==> config.mk <==
export PLATFORM = sky130hd
export DESIGN_NAME = owdm_mix
export DESIGN_NICKNAME = d
export VERILOG_FILES = /design/src/rtl/owdm_pkg.sv /design/src/rtl/owdm_mix.sv
export SDC_FILE = /design/constraint.sdc
export NUM_CORES = 2
export LEC_CHECK = 0
export BUFFER_PORTS_ARGS = -buffer_cell sky130_fd_sc_hd__buf_2
export CORE_MARGIN = 2
export CORE_UTILIZATION = 50
export CTS_CLUSTER_SIZE = 12
export DETAILED_ROUTE_END_ITERATION = 8
export GPL_ROUTABILITY_DRIVEN = 0
export PLACE_DENSITY = 0.67
export SLEW_MARGIN = 20
export SYNTH_ARGS = -nofsm -noshare
export SYNTH_HDL_FRONTEND = slang
export SYNTH_SLANG_ARGS = --single-unit
==> constraint.sdc <==
create_clock -name aclk -period 6.5 [get_ports aclk]
set_input_delay 0.65 -clock aclk [delete_from_list [all_inputs] [get_ports aclk]]
set_output_delay 0.65 -clock aclk [all_outputs]
set_load 0.01 [all_outputs]
==> src/rtl/owdm_pkg.sv <==
// Shared widths, types and constants of the omni wheel drive mixer.
package owdm_pkg;

    localparam int CMD_W      = 16;
    localparam int DRIVE_W    = 17;
    localparam int SINE_W     = 16;
    localparam int TABLE_W    = 15;
    localparam int PROD_W     = 32;
    localparam int NUM_STAGES = 7;

    typedef logic signed [CMD_W-1:0]   cmd_t;
    typedef logic signed [DRIVE_W-1:0] drive_t;
    typedef logic signed [SINE_W-1:0]  sine_t;
    typedef logic signed [PROD_W-1:0]  prod_t;

    // Signed sine and cosine of the two distinct wheel angles.
    typedef struct packed {
        sine_t sin_front_left;
        sine_t cos_front_left;
        sine_t sin_front_right;
        sine_t cos_front_right;
    } wheel_trig_t;

endpackage

==> src/rtl/owdm_mix.sv <==
// Products, rounding and per-wheel sums (pipeline stages six and seven).
module owdm_mix import owdm_pkg::*; (
    input  logic        aclk,
    input  logic [1:0]  stage_en,
    input  cmd_t        x_command,
    input  cmd_t        y_command,
    input  wheel_trig_t trig,
    output drive_t      left_front_drive,
    output drive_t      right_front_drive,
    output drive_t      left_back_drive,
    output drive_t      right_back_drive
);

    // Round a Q15 product to nearest, ties towards plus infinity.
    function automatic drive_t round_q15(input prod_t p);
        prod_t b;
        b = p + 32'sd16384;
        return drive_t'(b[PROD_W-1:PROD_W-DRIVE_W]);
    endfunction

    function automatic drive_t add_drive(input drive_t a, input drive_t b);
        logic signed [DRIVE_W:0] s;
        s = (DRIVE_W+1)'(a) + (DRIVE_W+1)'(b);
        return drive_t'(s[DRIVE_W-1:0]);
    endfunction

    prod_t xc_a_reg, ys_a_reg, xc_b_reg, ys_b_reg;
    drive_t lf_reg, rf_reg, lb_reg, rb_reg;
    drive_t lf_next, rf_next, lb_next, rb_next;

    // The back wheels sit half a turn from the front ones, so they use the negated products;
    // negating before rounding keeps the tie direction of the original sum.
    always_comb begin
        lf_next = add_drive(round_q15(xc_a_reg), round_q15(ys_a_reg));
        rb_next = add_drive(round_q15(-xc_a_reg), round_q15(-ys_a_reg));
        rf_next = add_drive(round_q15(xc_b_reg), round_q15(ys_b_reg));
        lb_next = add_drive(round_q15(-xc_b_reg), round_q15(-ys_b_reg));
    end

    always_ff @(posedge aclk) begin
        if (stage_en[0]) begin
            xc_a_reg <= PROD_W'(x_command) * PROD_W'(trig.cos_front_left);
            ys_a_reg <= PROD_W'(y_command) * PROD_W'(trig.sin_front_left);
            xc_b_reg <= PROD_W'(x_command) * PROD_W'(trig.cos_front_right);
            ys_b_reg <= PROD_W'(y_command) * PROD_W'(trig.sin_front_right);
        end
        if (stage_en[1]) begin
            lf_reg <= lf_next;
            rf_reg <= rf_next;
            lb_reg <= lb_next;
            rb_reg <= rb_next;
        end
    end

    assign left_front_drive  = lf_reg;
    assign right_front_drive = rf_reg;
    assign left_back_drive   = lb_reg;
    assign right_back_drive  = rb_reg;

endmodule

# --- After elaboration in Yosys (flattened, before gate mapping) ---
# Index checks and enable logic that the tools add are counted.
# Widths: inputs -> output; s select.
op_classes:
  n_addsub: 16
  multipliers: 4
ops:
  columns: ["op", "n"]
  rows:
  - ["$add 32x16->32 const B", 8]
  - ["$mul 16x16->32", 4]
  - ["$neg 32->32", 4]
  - ["$add 17x17->17", 4]
totals:
  reg_bits: 196
  word_cells: 28

# --- Depth between registers and ports, before layout ---
logic_depth:
  ltp_word: 3
  ltp_mapped: 25
  mapped_depth_nobuf: 24

# --- Worst setup path before layout ---
# OpenSTA, ideal clock, no wires.
synth_timing:
  kind: "input -> register"
  from: "in trig[39] (netlist name)"
  to: "reg xc_a_reg[30], data pin"
  setup_time_ps: 269
  arrival_ps: 6278
  required_time_ps: 6231
  slack_ps: -48
  cell_stages: 23
  path_buffers: 1
  cell_sequence: "clkbuf_1 -> nand2_1 -> fa_1 -> inv_1 -> fa_1 -> inv_1 -> fa_1 -> inv_1 -> fa_1 -> fa_1 -> inv_1 -> fa_1 -> inv_1 -> ha_1 -> nand4_1 -> or2_2 -> nand3b_1 -> a221oi_1 -> a221o_1 -> a22oi_1 -> o21ai_0 -> or4_1 -> nand3_1"
synth_via:
  elab_chain_len: 1
synth_rtl:
  columns: ["item", "line_no", "source"]
  rows:
  - ["from (decl)", "owdm_mix.sv:7", "input wheel_trig_t trig,"]
  - ["$mul 16x16->32", "owdm_mix.sv:42", "xc_a_reg <= PROD_W'(x_command) * PROD_W'(trig.cos_front_left);"]
  - ["to (signal assigned)", "owdm_mix.sv:42", null]
  - ["to (decl)", "owdm_mix.sv:27", "prod_t xc_a_reg, ys_a_reg, xc_b_reg, ys_b_reg;"]
# Every way passes these cells.
# A chain may end at the register's enable or synchronous reset.

# --- Worst setup path after layout ---
layout_timing:
  from: "in x_command[8]"
  to: "reg xc_a_reg[31], data pin"
layout_via:
  elab_chain_len: 1
layout_rtl:
  columns: ["item", "line_no", "source"]
  rows:
  - ["from (decl)", "owdm_mix.sv:5", "input cmd_t x_command,"]
  - ["$mul 16x16->32", "owdm_mix.sv:42", null]
# Every way passes these cells.

==> results.toml <==
[worst_setup_path]
critPathKind = "primary input to register"
critPathMaxFanout = 13
start_kind = "primary input"
worstSetupEndpointType = "register"
arrival_ns = 6.49
critPathRequiredTime_ns = 6.75

[sta]
tightest_slew_ns = 1.094
period_share_pct = 96.09
min_period_ns = 6.246
rsz0062_at_grt = "false"
tns_ns = 0
maxSlewHeadroom_pct = 26.42
setup_viol = 0
setup_slack_ns = 0.2541
fmax_ghz = 0.1601
drv_slew = 0
finalHoldViolations = 0
fin_skew_ns = 0.01964

[yosys]
yosysSeqAreaShare_pct = 11.69
synth_cell_types = 63
synthCells = 5310
synth-edff-count = 196
synth_warnings = 0
async_flop_share_pct = 0
syn_area_per_cell_um2 = 9.479
ys.flop_type = "edfxtp_1"
ys_ff_latch = 196
synth_nets = 6865
syn_area_um2 = 50340

[routing]
wl_mm = 117.8
drtAntennaViolNets = 0
vias = 35776
dr.first_iter.drc_count = 1830
wl_per_cell_um = 16.81
drc = 0
via_per_inst = 5.106
drtPass1Iterations = 5

[clock_tree]
cts_buffers = 17
cts_setup_buffers = 0
clkTransAtPathRegs_ns = 0.07
hold_buffers = 0
clock-root-buffer = "clkbuf_16"
h-tree-depth = 4
cts_tree = "done"
clockBufferDepth = 2
clock_sinks = 196
cts_resized = 0
worstSkewPairLatency_ns = 0.50

[placed_design]
dpl.hpwl_mm = 103.2
dp_slack_ns = -0.2794
dp_cells = 6970
portBuffers = 166

[global_route]
grt_util_all_layers_pct = 24.19
grt_pass1_wl_mm = 198.1
gr-total-overflow = 0
antenna_found_initial = 8
grt_pass1_vias = 38802
grt_max_degree = 69

[floorplanning]
std_cell_rows = 116
start_util_pct = 50.34
die-area_um2 = 103200
io_pins = 167
die_w_um = 321.3
core-area_um2 = 100000
die_h_um = 321.3

[final_layout]
drive_gt1_share_pct = 10.64
syn2layout_area_growth_pct = 10.74
final_cell_mix = "inv_1 (1202), fa_1 (1051), nand2_1 (572)"
nets = 7246
layout_commonest_cell = "inv_1"
final_cell_count_no_fill = 7006

[worst_hold_path]
min_path_type = "primary input to register"

[outcome]
outcome = "finished clean"

[job]
maxCapViolations = 0
-- cells by family (layout without fill, tap and decap cells) --
group,count (synthesis),after routing,share of synthesized area [%]
other,0,4,0
buffers and inverters,1392,1786,10.42
xor gates and xnor gates,318,318,5.533
DFF,196,196,11.69
adders and majority gates,1456,1456,51.88
and+or+nand+nor,1558,1558,15.50
AOI/OAI and AO/OA,390,390,4.974
-- layer usage --
metal / track usage [%] / part of all wire (%) / vias to the layer above
met5: 0 / 0.037 / -
met1: 31.68 / 43 / 17860
met3: 4.433 / 5.5 / 191
met4: 7.445 / 3.0 / 6
li1: - / - / 16853
met2: 40.85 / 49 / 866
-- critical path, cell delays in order --
cell      delay (ns)
buf_2           0.33
and2_1          0.22
fa_1            0.42
inv_1           0.09
fa_1            0.44
fa_1            0.43
fa_1            0.51
inv_1           0.06
fa_1            0.58
inv_1           0.07
fa_1            0.48
inv_1           0.04
ha_1            0.31
a21oi_1         0.20
o21ai_0         0.12
a31oi_1         0.23
o211ai_1        0.16
and4_1          0.21
o41a_1          0.43
a211o_1         0.28
a21oi_1         0.17
xnor2_1         0.07
-- through the flow --
| step | hold WS [ns] | cell area [um^2] | util, % |
|---|---|---|---|
| floorplan | 0.7582 | 50340 | - |
| detailed placement | 0.8578 | 55120 | 55.12 |
| CTS | 0.6036 | 55710 | 55.71 |
| global route | 0.6383 | 55740 | 55.74 |
| global placement | 0.8526 | 55120 | 55.12 |
| finish | 0.6266 | 55740 | 55.74 |
-- final timing paths --
kind | from | endpoint | slack [ns] | depth (start not counted)
max | x_command[8] | xc_a_reg[31]$_DFFE_PP_ | 0.25 | 22
max reg2reg | ys_a_reg[13]$_DFFE_PP_ | right_back_drive[15]$_DFFE_PP_ | 1.61 | 14
min | stage_en[0] | ys_a_reg[3]$_DFFE_PP_ | 0.63 | 1
min reg2reg | ys_b_reg[15]$_DFFE_PP_ | left_back_drive[0]$_DFFE_PP_ | 0.89 | 2
-- synthesized netlist by cell type, types with 4 or more instances --
cell,instances,area (um^2)
a221oi_1,5,43.79
o21bai_1,19,142.6
or2_2,9,56.30
a211oi_1,17,127.6
nand2_1,572,2147
or3_1,15,93.84
a2111oi_0,10,87.58
ha_1,404,5055
o21a_1,20,150.1
a211o_1,8,70.07
nor4_1,33,206.5
o31ai_1,5,37.54
o21ai_1,4,20.02
a31oi_1,11,68.82
nand3b_1,6,45.04
o211ai_1,9,67.56
nand2b_1,36,225.2
nor3_1,61,305.3
o211a_1,4,40.04
a21oi_1,114,570.6
xor2_1,68,595.6
edfxtp_1,196,5886
a21o_1,48,360.4
o21ai_0,80,400.4
nand4_1,18,112.6
a21boi_0,6,45.04
or4_1,7,52.55
nor2_1,160,600.6
and2_1,506,3166
o2111ai_1,5,43.79
inv_1,1202,4512
clkbuf_1,185,694.4
xnor2_1,250,2190
and3_1,33,206.5
nor2b_1,19,118.9
nand3_1,72,360.4
and4_1,4,35.03
fa_1,1052,21060
-- area by class of cell --
cell class,instances,area (um^2)
fill,8853,44260
multi-input combinational,3722,39220
sequential,196,5886
inverter,1202,4512
timing repair buffer,552,3896
tap,1298,1624
clock buffer,17,425.4
clock inverter,15,167.7
antenna,4,10.01
Power is not shown: default switching activity piles up to over one toggle a cycle in this logic, so the estimate is an artifact.
