### src/rtl/owdm_pkg.sv
// Shared widths, types and constants of the omni wheel drive mixer.
package owdm_pkg;

    localparam int CMD_W      = 16;
    localparam int DRIVE_W    = 17;
    localparam int SINE_W     = 16;
    localparam int TABLE_W    = 15;
    localparam int PROD_W     = 32;
    localparam int NUM_STAGES = 7;

    typedef logic signed [CMD_W-1:0]   cmd_t;
    typedef logic signed [DRIVE_W-1:0] drive_t;
    typedef logic signed [SINE_W-1:0]  sine_t;
    typedef logic signed [PROD_W-1:0]  prod_t;

    // Signed sine and cosine of the two distinct wheel angles.
    typedef struct packed {
        sine_t sin_front_left;
        sine_t cos_front_left;
        sine_t sin_front_right;
        sine_t cos_front_right;
    } wheel_trig_t;

endpackage

### src/rtl/owdm_angle.sv
// Heading wrap, wheel angle formation and quadrant folding (pipeline stages one to four).
module owdm_angle import owdm_pkg::*; #(
    parameter int STEPS_PER_DEGREE = 8
) (
    input  logic                   aclk,
    input  logic [3:0]             stage_en,
    input  cmd_t                   heading,
    output logic [3:0][$clog2(90*STEPS_PER_DEGREE+1)-1:0] lookup_idx,
    output logic [3:0]             lookup_neg
);

    localparam int FULL_STEPS    = 360 * STEPS_PER_DEGREE;
    localparam int QUARTER_STEPS = 90 * STEPS_PER_DEGREE;
    localparam int ANG_W         = $clog2(FULL_STEPS);
    localparam int IDX_W         = $clog2(QUARTER_STEPS + 1);
    localparam int HEAD_OFFSET   =
        FULL_STEPS * ((32768 + FULL_STEPS - 1) / FULL_STEPS) - 32768;
    localparam int U_W           = CMD_W + 1;
    localparam int RECIP_W       = 24;
    localparam int RECIP_SHIFT   = 32;
    localparam int MUL_W         = U_W + RECIP_W;
    localparam int QT_W          = MUL_W - RECIP_SHIFT;
    localparam int REM_W         = ANG_W + 2;
    localparam longint RECIP_L   = 64'h1_0000_0000 / FULL_STEPS;
    localparam logic [RECIP_W-1:0] RECIP = RECIP_W'(RECIP_L);
    localparam int OFFSET_A      = 120 * STEPS_PER_DEGREE;
    localparam int OFFSET_B      = 60 * STEPS_PER_DEGREE;

    // Stage one: biased heading and estimated quotient.
    logic [U_W-1:0]   u_reg, u_next;
    logic [QT_W-1:0]  quot_reg, quot_next;
    logic [MUL_W-1:0] recip_prod;

    always_comb begin
        u_next     = U_W'({~heading[CMD_W-1], heading[CMD_W-2:0]}) + U_W'(HEAD_OFFSET);
        recip_prod = MUL_W'(u_next) * MUL_W'(RECIP);
        quot_next  = recip_prod[MUL_W-1:RECIP_SHIFT];
    end

    // Stage two: remainder with a single correction step.
    logic [ANG_W-1:0] base_reg, base_next;
    logic [REM_W-1:0] rem;

    always_comb begin
        rem = REM_W'(u_reg) - REM_W'(REM_W'(quot_reg) * REM_W'(FULL_STEPS));
        if (rem >= REM_W'(FULL_STEPS)) begin
            base_next = ANG_W'(rem - REM_W'(FULL_STEPS));
        end else begin
            base_next = ANG_W'(rem);
        end
    end

    // Stage three: the two distinct wheel angles; the other two lie half a turn away.
    logic [1:0][ANG_W-1:0] ang_reg, ang_next;
    logic [1:0][ANG_W:0]   ang_sum;

    always_comb begin
        ang_sum[0] = (ANG_W+1)'(base_reg) + (ANG_W+1)'(OFFSET_A);
        ang_sum[1] = (ANG_W+1)'(base_reg) + (ANG_W+1)'(OFFSET_B);
        for (int i = 0; i < 2; i++) begin
            if (ang_sum[i] >= (ANG_W+1)'(FULL_STEPS)) begin
                ang_next[i] = ANG_W'(ang_sum[i] - (ANG_W+1)'(FULL_STEPS));
            end else begin
                ang_next[i] = ANG_W'(ang_sum[i]);
            end
        end
    end

    // Stage four: quadrant fold into a quarter-wave index and a sign.
    logic [3:0][IDX_W-1:0] idx_reg, idx_next;
    logic [3:0]            neg_reg, neg_next;
    logic [1:0][1:0]       quad;
    logic [1:0][ANG_W-1:0] part;
    logic [1:0][IDX_W-1:0] frac;

    always_comb begin
        for (int i = 0; i < 2; i++) begin
            if (ang_reg[i] >= ANG_W'(3 * QUARTER_STEPS)) begin
                quad[i] = 2'd3;
                part[i] = ang_reg[i] - ANG_W'(3 * QUARTER_STEPS);
            end else if (ang_reg[i] >= ANG_W'(2 * QUARTER_STEPS)) begin
                quad[i] = 2'd2;
                part[i] = ang_reg[i] - ANG_W'(2 * QUARTER_STEPS);
            end else if (ang_reg[i] >= ANG_W'(QUARTER_STEPS)) begin
                quad[i] = 2'd1;
                part[i] = ang_reg[i] - ANG_W'(QUARTER_STEPS);
            end else begin
                quad[i] = 2'd0;
                part[i] = ang_reg[i];
            end
            frac[i] = IDX_W'(part[i]);
            // Sine: odd quadrants read the table backwards, the upper half is negative.
            idx_next[2*i]   = quad[i][0] ? IDX_W'(QUARTER_STEPS) - frac[i] : frac[i];
            neg_next[2*i]   = quad[i][1];
            // Cosine is the sine one quadrant further on.
            idx_next[2*i+1] = quad[i][0] ? frac[i] : IDX_W'(QUARTER_STEPS) - frac[i];
            neg_next[2*i+1] = quad[i][0] ^ quad[i][1];
        end
    end

    always_ff @(posedge aclk) begin
        if (stage_en[0]) begin
            u_reg    <= u_next;
            quot_reg <= quot_next;
        end
        if (stage_en[1]) begin
            base_reg <= base_next;
        end
        if (stage_en[2]) begin
            ang_reg <= ang_next;
        end
        if (stage_en[3]) begin
            idx_reg <= idx_next;
            neg_reg <= neg_next;
        end
    end

    assign lookup_idx = idx_reg;
    assign lookup_neg = neg_reg;

endmodule

### config.mk
export PLATFORM = sky130hd
export DESIGN_NAME = owdm_angle
export DESIGN_NICKNAME = d
export VERILOG_FILES = /design/src/rtl/owdm_pkg.sv /design/src/rtl/owdm_angle.sv
export SDC_FILE = /design/constraint.sdc
export NUM_CORES = 1
export LEC_CHECK = 0
export ABC_AREA = 1
export BUFFER_PORTS_ARGS = -buffer_cell sky130_fd_sc_hd__buf_2
export CORE_ASPECT_RATIO = 0.5
export CORE_MARGIN = 8
export CORE_UTILIZATION = 68
export DETAILED_ROUTE_END_ITERATION = 6
export PLACE_DENSITY = 0.95
export SYNTH_ARGS = -nofsm -noshare
export SYNTH_HDL_FRONTEND = slang
export SYNTH_SLANG_ARGS = --single-unit
### constraint.sdc
create_clock -name aclk -period 11.9 [get_ports aclk]
set_input_delay 3.57 -clock aclk [delete_from_list [all_inputs] [get_ports aclk]]
set_output_delay 3.57 -clock aclk [all_outputs]
set_load 0.05 [all_outputs]
======== After elaboration in Yosys (flattened, before gate mapping) ========
Index checks and enable logic that the tools add are counted.
cells by class
  bitwise operators ....................... 3
  muxes and demuxes ....................... 19
  add/sub/neg operators ................... 15
  $mul .................................... 2
  $lt $le $gt $ge ......................... 9
operator list
  kind                                                    count
  two-way mux 10 bit                                      10
  multiplier 17 x 19 -> 36 bit (second input constant)    1
  two-way mux 12 bit                                      3
  subtractor 12 bit (second input constant)               3
  >= comparator 13 x 12 -> 1 bit (second input constant)  2
  >= comparator 12 x 10 -> 1 bit (second input constant)  2
  >= comparator 12 x 11 -> 1 bit (second input constant)  2
  >= comparator 12 bit (second input constant)            2
  subtractor 10 bit (first input constant)                2
  subtractor 10 bit (second input constant)               2
  subtractor 10 x 7 -> 10 bit (second input constant)     2
  subtractor 10 x 9 -> 10 bit (second input constant)     2
  adder 16 x 11 -> 17 bit (second input constant)         1
  >= comparator 14 x 12 -> 1 bit (second input constant)  1
  subtractor 14 bit                                       1
  adder 12 x 10 -> 13 bit (second input constant)         1
  adder 12 x 9 -> 13 bit (second input constant)          1
  multiplier 6 x 6 -> 8 bit (second input constant)       1
  two-way mux 2 bit                                       4
  two-way mux 1 bit                                       2
  bitwise XOR 1 bit                                       2
  NOT 1 bit                                               1
word-level totals
  bits of input ports ..................... 21
  output and inout bits ................... 44
  register bits after elaboration ......... 100

======== Longest topological paths before layout ========
Gate-level depths: netlist (run 1).
  depth in word-level cells ............... 6
  gate-level depth with buffers ........... 28
  gate-level depth less buffers ........... 28

======== Least setup slack after synthesis (run 1) ========
No wires, ideal clock.
  kind .................................... input to register
  from .................................... input heading[8]
  to ...................................... register quot_reg[2], data pin
  arrival time ............................ 8553 ps
  buffers on the path ..................... 0
  setup time .............................. 252 ps
  slack ................................... 3095 ps
  cell stages on the path ................. 24
  cells stage by stage .................... inv_1 -> a31oi_1 -> nand3_1 -> xor2_1 -> inv_1 -> ha_1 -> fa_1 -> inv_1 -> fa_1 -> inv_1 -> fa_1 -> inv_1 -> fa_1 -> fa_1 -> inv_1 -> ha_1 -> nand2_1 -> nor2_1 -> inv_1 -> nor4_1 -> nor2b_1 -> nor4_1 -> nand3_1 -> nand2_1
on the way
  word-level cells in the longest chain between the ends .. 2
RTL lines
  what                          line               source
  start, declared               owdm_angle.sv:7    input cmd_t heading,
  adder 16 x 11 -> 17 bit       owdm_angle.sv:35   u_next = U_W'({~heading[CMD_W-1], heading[CMD_W-2:0]}) + U_W'(HEAD_OFFSET);
  multiplier 17 x 19 -> 36 bit  owdm_angle.sv:36   recip_prod = MUL_W'(u_next) * MUL_W'(RECIP);
  named net quot_next[2]        owdm_angle.sv:31   logic [QT_W-1:0] quot_reg, quot_next;
  end signal, assigned          owdm_angle.sv:104  quot_reg <= quot_next;
  end, declared                 owdm_angle.sv:31
The timed path passes the listed nets, and every way through them passes these cells.
A chain may end at the register's enable or synchronous reset.

======== Final worst setup path (run 1) ========
  from .................................... input heading[8]
  to ...................................... register quot_reg[1], data pin
on the way
  word-level cells in the longest chain between the ends .. 2
RTL lines
  what                          line              source
  adder 16 x 11 -> 17 bit       owdm_angle.sv:35
  named net u_next[8]           owdm_angle.sv:30  logic [U_W-1:0] u_reg, u_next;
  multiplier 17 x 19 -> 36 bit  owdm_angle.sv:36
  named net quot_next[1]        owdm_angle.sv:31
The timed path passes the listed nets, and every way through them passes these cells.

==> flow_metrics.py, run 1 <==
metrics = {
    "route": {
        "vias": 9005,
        "dr.first_iter.drc_count": 782,
        "antenna_left": 0,
        "routedWlPerCell_um": 17.5,
        "vias_per_cell": 5.86,
        "routed_wl_mm": 26.9,
        "drcViolationCount": 0,
        "drt_pre_antenna_iters": 5,
    },
    "die": {
        "rows": 32,
        "fp.coreArea_sq_mm": 0.0155,
        "die_w_um": 195,
        "die-area_sq_mm": 0.0206,
        "io_pins": 65,
        "die_y_um": 106,
        "initial_utilization_pct": 70.2,
    },
    "finish": {
        "final_nets": 1599,
        "insertedDiodeCount": 0,
        "area_growth_syn_to_layout_pct": 7.03,
        "final_cell_mix": "inv_1 (262), nand2_1 (234), ha_1 (169)",
        "mostFrequentLayoutCell": "inv_1",
        "fillers": 957,
        "final_layout_size_suffix_gt1_share_pct": 9.60,
        "largest_reg_flops": 37,
        "finalInstanceArea_sq_mm": 0.0117,
    },
    "critical_path": {
        "crit_type": "primary input to register",
        "critPathCaptureType": "register",
        "cp-start-kind": "primary input",
        "slowest_delay_ns": 0.57,
        "rrSetupSlack_ns": 7.64,
        "path_cells": "buf_2 > inv_1 > a31oi_1 > nand3_1 > xor2_1 > inv_1 > ha_1 > inv_1 > fa_1 > fa_1 > inv_1 > fa_1 > fa_1 > inv_1 > fa_1 > inv_1 > ha_1 > a21oi_1 > o21ai_0 > a221oi_1 > nand2_1 > nand2_1 > nand2_1",
        "critPathMaxFanout": 8,
        "reg2reg_to": "base_reg[9]",
        "cp_slowest_cell": "fa_1",
        "crit_top_cell": "inv_1",
        "cp.arrival_ns": 9.42,
        "required_ns": 12.02,
        "r2r_cells": 17,
        "rr_startpoint": "quot_reg[2]",
    },
    "sta": {
        "final_hold_viol_count": 0,
        "drv_slew": 0,
        "relSlewSlack_pct": 42.5,
        "tightest_slew_ns": 0.863,
        "post-route-min-period_ns": 9.30,
        "rsz0062_at_grt": "no",
        "setup_tns_ns": 0,
        "fin_skew_ns": 0.0200,
        "setup_violations": 0,
        "fmax_mhz": 108,
        "period_share_pct": 78.1,
    },
    "cts": {
        "cts_tree": "yes",
        "path_clk_slew_ns": 0.09,
        "cts_setup_buffers": 0,
        "cts_htree_levels": 3,
        "cts_hold_buf": 0,
        "cts.sinks": 92,
        "clock-root-buffer": "clkbuf_16",
        "cts-resized-gates": 0,
        "cts_buffers": 9,
        "clock_latency_ns": 0.36,
        "clk_path_buf_depth": 2,
    },
    "flow_run": {
        "drv_cap": 0,
    },
    "logic_synthesis": {
        "syn_area_sq_mm": 0.0109,
        "ys_ff_latch": 92,
        "yosysWarningCount": 0,
        "seq_area_frac_synth_pct": 25.3,
        "synth_top_area_share_pct": 25.3,
        "synth_nets": 1539,
        "yosys.cell_types.count": 50,
        "yosys-top-cells-area": "edfxtp_1 (25%), ha_1 (19%), fa_1 (15%)",
        "synth_edf_count": 92,
        "synthArstFlopShare_pct": 0,
        "synth_area_leader_cell": "edfxtp_1",
        "avgSynthCellArea_sq_um": 8.60,
        "synth_cells": 1268,
        "synth-main-ff-cell": "edfxtp_1",
    },
    "global_route": {
        "grt_pass1_wl_mm": 44.5,
        "grt_pass1_vias": 9406,
        "grt_max_degree": 42,
        "antenna_found_initial": 0,
        "grt_usage_pct": 26.3,
        "overflow": 0,
    },
    "placed_design": {
        "dpl.hpwl_mm": 22.1,
        "place_congestion": 1.01,
        "post_dp_cell_area_sq_mm": 0.0114,
        "port_buffers": 64,
    },
    "outcome": {
        "status": "complete, no violations",
    },
    "min_path": {
        "holdCritStartpoint": "ang_reg[0]",
        "min_to": "lookup_idx[0]",
        "min_path_cells": 0,
        "hold_path_class": "register to register",
    },
}
[worst max path at each step]
stage | start | endpoint | slack (ns) | cells after the start
finish | heading[8] | quot_reg[1] | 2.60 | 23
global route | heading[8] | quot_reg[2] | 2.27 | 26
CTS | heading[8] | quot_reg[1] | 2.70 | 23
detailed placement | heading[8] | quot_reg[2] | 2.41 | 26
global placement | heading[8] | quot_reg[1] | 2.68 | 23
floorplan | heading[8] | quot_reg[2] | 3.09 | 24
[layer usage]
layer | share of wire [%] | track usage [%] | vias up
li1 | - | - | 4178
met1 | 37 | 28.2 | 4258
met2 | 50 | 48.3 | 427
met3 | 7.3 | 5.55 | 142
met4 | 5.6 | 15.0 | 0
met5 | 0 | 0 | -
[critical path: cells and delay by family]
family | cells | cell delay (ns)
adders and majority gates | 7 | 3.43
AOI/OAI and AO/OA | 4 | 1.07
xor gates and xnor gates | 1 | 0.25
and+or+nand+nor | 4 | 0.38
buffers and inverters | 7 | 0.73
[synthesized netlist by cell type (8+ instances only)]
library cell	number
o21ai_0	53
nand3_1	59
xnor2_1	16
inv_2	15
buf_4	8
nor3_1	11
nand4_1	10
edfxtp_1	92
fa_1	81
xor2_1	42
ha_1	169
nor2_1	73
o21ai_1	15
nand2_1	234
inv_1	262
nor2_2	10
a21oi_1	51
[area by class of cell]
type	instances	area, sq um	area share (%)
multi-input cells	884	7000	60.0
clock buffers	9	225	1.93
well taps	204	255	2.19
flip-flops and latches	92	2760	23.7
clock inverters	7	67.6	0.579
repair buffers	64	320	2.74
inverters	277	1040	8.91
[cells by family (layout without fill, tap and decap cells)]
family / after synthesis / after routing / share of synthesized area (%)
multiplexers: 1 / 1 / 0.0918
adder cells (fa/ha/maj): 250 / 250 / 34.3
XOR/XNOR: 59 / 59 / 4.81
AO/OA/AOI/OAI: 150 / 150 / 8.20
flip-flops: 92 / 92 / 25.3
AND/OR/NAND/NOR: 424 / 424 / 16.9
buffers and inverters: 292 / 357 / 10.5
[metrics by stage]
step                worst slack [ns]  util [%]  hold WS (ns)  instances
floorplan                       3.09         -         0.426       1268
global placement                2.68      73.3         0.433       1521
detailed placement              2.41      73.3         0.443       1521
CTS                             2.70      75.1         0.455       1537
global route                    2.27      75.1         0.470       1537
finish                          2.60      75.1         0.456       1537
Power of run 1 is left out: the tool's default activity adds up to more than one toggle a clock period on the data nets, which glitch-free logic cannot reach.
==> inputs of run 2 (changes only) <==
CORE_UTILIZATION = 64   (was 68)
PLACE_DENSITY = 0.9   (was 0.95)
clock period = 9.6 ns   (was 11.9 ns; I/O delays follow)
==> flow_metrics.py, run 2 (synthesis gave the netlist of run 1 again) <==
metrics = {
    "cts": {
        "clk_path_buf_depth": 2,
        "cts.sinks": 92,
        "cts_setup_buffers": 0,
        "cts_hold_buf": 0,
        "cts-resized-gates": 0,
        "cts_buffers": 9,
        "path_clk_slew_ns": 0.08,
        "clock-root-buffer": "clkbuf_16",
        "cts_htree_levels": 3,
        "clock_latency_ns": 0.34,
        "cts_tree": "yes",
    },
    "global_route": {
        "grt_max_degree": 42,
        "grt_usage_pct": 25.0,
        "overflow": 0,
        "antenna_found_initial": 0,
        "grt_pass1_wl_mm": 44.1,
        "grt_pass1_vias": 9197,
    },
    "route": {
        "dr.first_iter.drc_count": 780,
        "drt_pre_antenna_iters": 7,
        "routed_wl_mm": 26.9,
        "vias": 8906,
        "antenna_left": 0,
        "vias_per_cell": 5.71,
        "routedWlPerCell_um": 17.2,
        "drcViolationCount": 1,
    },
    "placed_design": {
        "post_dp_cell_area_sq_mm": 0.0114,
        "place_congestion": 1.01,
        "dpl.hpwl_mm": 21.1,
        "port_buffers": 64,
    },
    "critical_path": {
        "critPathCaptureType": "register",
        "cp.arrival_ns": 8.78,
        "critPathMaxFanout": 8,
        "required_ns": 9.71,
        "rrSetupSlack_ns": 5.27,
        "r2r_cells": 17,
        "reg2reg_to": "base_reg[7]",
        "cp-start-kind": "primary input",
        "rr_startpoint": "quot_reg[2]",
        "crit_type": "primary input to register",
    },
    "die": {
        "die_w_um": 201,
        "die_y_um": 108,
        "fp.coreArea_sq_mm": 0.0165,
        "rows": 33,
        "initial_utilization_pct": 66.0,
        "io_pins": 65,
        "die-area_sq_mm": 0.0217,
    },
    "finish": {
        "final_layout_size_suffix_gt1_share_pct": 9.60,
        "fillers": 1138,
        "final_nets": 1599,
        "seq_area_sq_mm": 0.00276,
        "finalInstanceArea_sq_mm": 0.0117,
        "mostFrequentLayoutCell": "inv_1",
        "insertedDiodeCount": 0,
        "fin_util_pct": 70.9,
        "area_growth_syn_to_layout_pct": 7.30,
        "largest_reg_flops": 37,
        "multiInputGateArea_sq_mm": 0.00700,
        "final_cell_mix": "inv_1 (262), nand2_1 (234), ha_1 (169)",
    },
    "sta": {
        "fin_skew_ns": 0.0102,
        "drv_slew": 0,
        "final_hold_viol_count": 0,
        "setup_tns_ns": 0,
        "period_share_pct": 90.4,
        "setup_violations": 0,
        "relSlewSlack_pct": 44.7,
        "post-route-min-period_ns": 8.68,
        "rsz0062_at_grt": "no",
        "fmax_mhz": 115,
        "tightest_slew_ns": 0.829,
    },
    "min_path": {
        "min_to": "base_reg[0]",
        "min_path_cells": 0,
        "holdCritStartpoint": "u_reg[0]",
        "hold_path_class": "register to register",
    },
    "outcome": {
        "status": "finished, violations left",
        "violations": "design-rule violations",
    },
    "flow_run": {
        "drv_cap": 0,
    },
}
run 2: cell counts in the layout (fill, tap and decap cells not counted):
No cell type changed its count.
run 2: final cells by class:
cell class,instances,area share [%]
multi-input cells,884,59.8
clock buffers,9,1.92
clock inverters,7,0.577
flip-flops and latches,92,23.6
inverters,277,8.88
repair buffers,64,2.74
well taps,227,2.43
run 2: worst max-delay path by stage:
stage,startpoint,to,slack (ns),cells past startpoint
after global placement,heading[8],quot_reg[2],1.07,25
final,heading[8],quot_reg[1],0.92,23
after CTS,heading[8],quot_reg[1],0.95,23
after detailed placement,heading[8],quot_reg[1],0.72,23
after floorplan,heading[8],quot_reg[2],1.48,24
after global routing,heading[8],quot_reg[1],0.65,23
run 2: layer usage:
layer / GRT usage, % / share of wire (%) / vias up
met3: 5.55 / 7.2 / 147
met1: 26.5 / 38 / 4149
li1: - / - / 4187
met2: 44.8 / 48 / 423
met4: 17.9 / 7.2 / 0
met5: 0 / 0 / -
run 2: critical path, cell delays in order:
cell and delay [ns]:
buf_2 0.11, inv_1 0.16, a31oi_1 0.34, nand3_1 0.16, xor2_1 0.26, inv_1 0.15, ha_1 0.35, inv_1 0.08
fa_1 0.52, fa_1 0.56, inv_1 0.09, fa_1 0.53, fa_1 0.57, inv_1 0.08, fa_1 0.58, inv_1 0.08
ha_1 0.36, a21oi_1 0.22, o21ai_0 0.15, a221oi_1 0.36, nand2_1 0.08, nand2_1 0.07, nand2_1 0.04
run 2: metrics by stage:
| stage | instances | setup WS [ns] | hold WS [ns] |
|---|---|---|---|
| 2_1_floorplan | 1268 | 1.48 | 0.426 |
| 3_3_place_gp | 1544 | 1.07 | 0.432 |
| 3_5_place_dp | 1544 | 0.720 | 0.436 |
| 4_1_cts | 1560 | 0.948 | 0.452 |
| 5_1_grt | 1560 | 0.654 | 0.472 |
| 6_report | 1560 | 0.922 | 0.451 |
Power of run 2 is left out for the same reason.
==> inputs of run 3 (changes only) <==
ABC_AREA = default   (was 1)
CORE_UTILIZATION = 63   (was 64)
PLACE_DENSITY = 0.89   (was 0.9)
==> flow_metrics.py, run 3 <==
metrics = {
    "logic_synthesis": {
        "yosys.area_share.adder_pct": 36.1,
        "synth-main-ff-cell": "edfxtp_1",
        "syn_area_sq_mm": 0.0104,
        "synth_edf_count": 92,
        "synth_compound_area_share_pct": 11.9,
        "synth.top_cells.by_count": "inv_1 (211), ha_1 (169), edfxtp_1 (92), fa_1 (81), nor2_1 (65)",
        "ys_ff_latch": 92,
        "yosys.cell_types.count": 73,
        "synth_top_area_share_pct": 26.7,
        "synth_nets": 1307,
        "synth_top_family_by_area": "adder cells",
        "synth_simple_gate_area_share_pct": 8.55,
        "synth_xor_area_share_pct": 7.15,
        "yosysWarningCount": 0,
        "synthArstFlopShare_pct": 0,
        "synthMuxAreaShare_pct": 0.628,
        "synth_area_leader_cell": "edfxtp_1",
        "yosys-top-cells-area": "edfxtp_1 (27%), ha_1 (20%), fa_1 (16%)",
        "avgSynthCellArea_sq_um": 10.0,
        "seq_area_frac_synth_pct": 26.7,
        "yosysMostFrequentCell": "inv_1",
        "synth_cells": 1036,
    },
    "flow_run": {
        "drv_cap": 0,
    },
    "min_path": {
        "min_to": "base_reg[1]",
        "min_path_cells": 0,
        "holdCritStartpoint": "u_reg[1]",
        "hold_path_class": "register to register",
    },
    "sta": {
        "fin_skew_ns": 0.00504,
        "relSlewSlack_pct": 21.4,
        "period_share_pct": 94.3,
        "final_hold_viol_count": 0,
        "rsz0062_at_grt": "no",
        "drv_slew": 0,
        "setup_tns_ns": 0,
        "tightest_slew_ns": 1.17,
        "fmax_mhz": 111,
        "post-route-min-period_ns": 9.05,
        "setup_violations": 0,
    },
    "finish": {
        "area_growth_syn_to_layout_pct": 8.00,
        "fin_util_pct": 68.9,
        "largest_reg_flops": 37,
        "finalInstanceArea_sq_mm": 0.0112,
        "final_layout_size_suffix_gt1_share_pct": 9.33,
        "final_nets": 1360,
        "final_cell_mix": "inv_1 (211), ha_1 (169), edfxtp_1 (92)",
        "mostFrequentLayoutCell": "inv_1",
        "insertedDiodeCount": 0,
    },
    "global_route": {
        "grt_usage_pct": 21.3,
        "grt_pass1_vias": 7852,
        "antenna_found_initial": 1,
        "grt_max_degree": 42,
        "grt_pass1_wl_mm": 36.8,
        "overflow": 0,
    },
    "cts": {
        "cts_htree_levels": 3,
        "cts.sinks": 92,
        "clock-root-buffer": "clkbuf_16",
        "cts_buffers": 9,
        "path_clk_slew_ns": 0.06,
        "clock_latency_ns": 0.34,
        "cts-resized-gates": 0,
        "cts_hold_buf": 0,
        "cts_setup_buffers": 0,
        "cts_tree": "yes",
        "clk_path_buf_depth": 2,
    },
    "die": {
        "fp.coreArea_sq_mm": 0.0162,
        "die-area_sq_mm": 0.0211,
        "initial_utilization_pct": 63.8,
        "io_pins": 65,
        "die_y_um": 107,
        "die_w_um": 197,
        "rows": 33,
    },
    "critical_path": {
        "reg2reg_to": "base_reg[10]",
        "critPathCaptureType": "register",
        "cp-start-kind": "primary input",
        "rrSetupSlack_ns": 5.06,
        "critPathMaxFanout": 6,
        "r2r_cells": 16,
        "crit_type": "primary input to register",
        "required_ns": 9.69,
        "cp.arrival_ns": 9.14,
        "rr_startpoint": "quot_reg[2]",
    },
    "placed_design": {
        "dpl.hpwl_mm": 18.2,
        "port_buffers": 64,
        "place_congestion": 0.958,
        "post_dp_cell_area_sq_mm": 0.0108,
    },
    "outcome": {
        "status": "complete, no violations",
    },
    "route": {
        "antenna_left": 0,
        "vias_per_cell": 5.65,
        "routed_wl_mm": 21.8,
        "dr.first_iter.drc_count": 469,
        "vias": 7454,
        "drt_pre_antenna_iters": 5,
        "routedWlPerCell_um": 16.5,
        "drcViolationCount": 0,
    },
}
-- run 3: cell types whose count changed after synthesis, moves of 15 or more --
cell | before | now
a211oi_1 | 1 | 16
xnor2_1 | 16 | 50
nand3_1 | 59 | 17
inv_1 | 262 | 211
nand2_1 | 234 | 46
-- run 3: worst max path at each step --
stage | start | to | slack (ns)
final | heading[8] | quot_reg[5] | 0.55
after global placement | heading[8] | quot_reg[5] | 0.32
after detailed placement | heading[8] | quot_reg[5] | 0.25
after floorplan | heading[8] | quot_reg[5] | 0.63
after global routing | heading[8] | quot_reg[5] | 0.24
after CTS | heading[8] | quot_reg[5] | 0.60
-- run 3: cells by family (layout without fill, tap and decap cells) --
family	Yosys count	count (layout)
and+or+nand+nor	185	185
AOI/OAI and AO/OA	182	182
muxes	6	6
adders and majority gates	250	250
buffers and inverters	238	295
DFF	92	92
xor gates and xnor gates	83	83
-- run 3: layout make-up --
class	instances	area, sq um
Tap cell	227	284
Timing Repair Buffer	68	350
Clock buffer	9	225
Sequential cell	92	2760
Clock inverter	6	113
Inverter	212	796
Fill cell	1167	5040
Multi-Input combinational cell	706	6660
-- run 3: stage by stage --
step / hold WS, ns / worst slack (ns) / std cells
finish: 0.449 / 0.551 / 1320
global route: 0.457 / 0.243 / 1320
CTS: 0.450 / 0.602 / 1320
detailed placement: 0.435 / 0.253 / 1305
global placement: 0.432 / 0.315 / 1305
floorplan: 0.417 / 0.632 / 1036
-- run 3: metal layers --
metal	part of all wire [%]	wire (um)	GRT usage, %	vias up
met5	0	0	0	-
met4	3.4	732	8.49	0
met3	5.7	1250	3.06	53
met2	50	10900	39.3	244
met1	41	8980	24.9	3549
li1	-	-	-	3608
-- run 3: worst max-delay path, cell delays in order --
cell,delay [ns]
buf_2,0.12
inv_1,0.14
ha_1,0.26
nand2b_1,0.10
nand2_1,0.07
xnor2_1,0.39
ha_1,0.34
inv_1,0.07
fa_1,0.44
fa_1,0.55
inv_1,0.08
fa_1,0.52
fa_1,0.57
inv_1,0.06
fa_1,0.53
inv_1,0.05
ha_1,0.30
a21oi_1,0.19
or4b_2,0.60
a21oi_1,0.20
buf_4,0.17
o311ai_0,0.20
a21oi_1,0.22
xnor2_1,0.08
Power of run 3 is left out for the same reason.
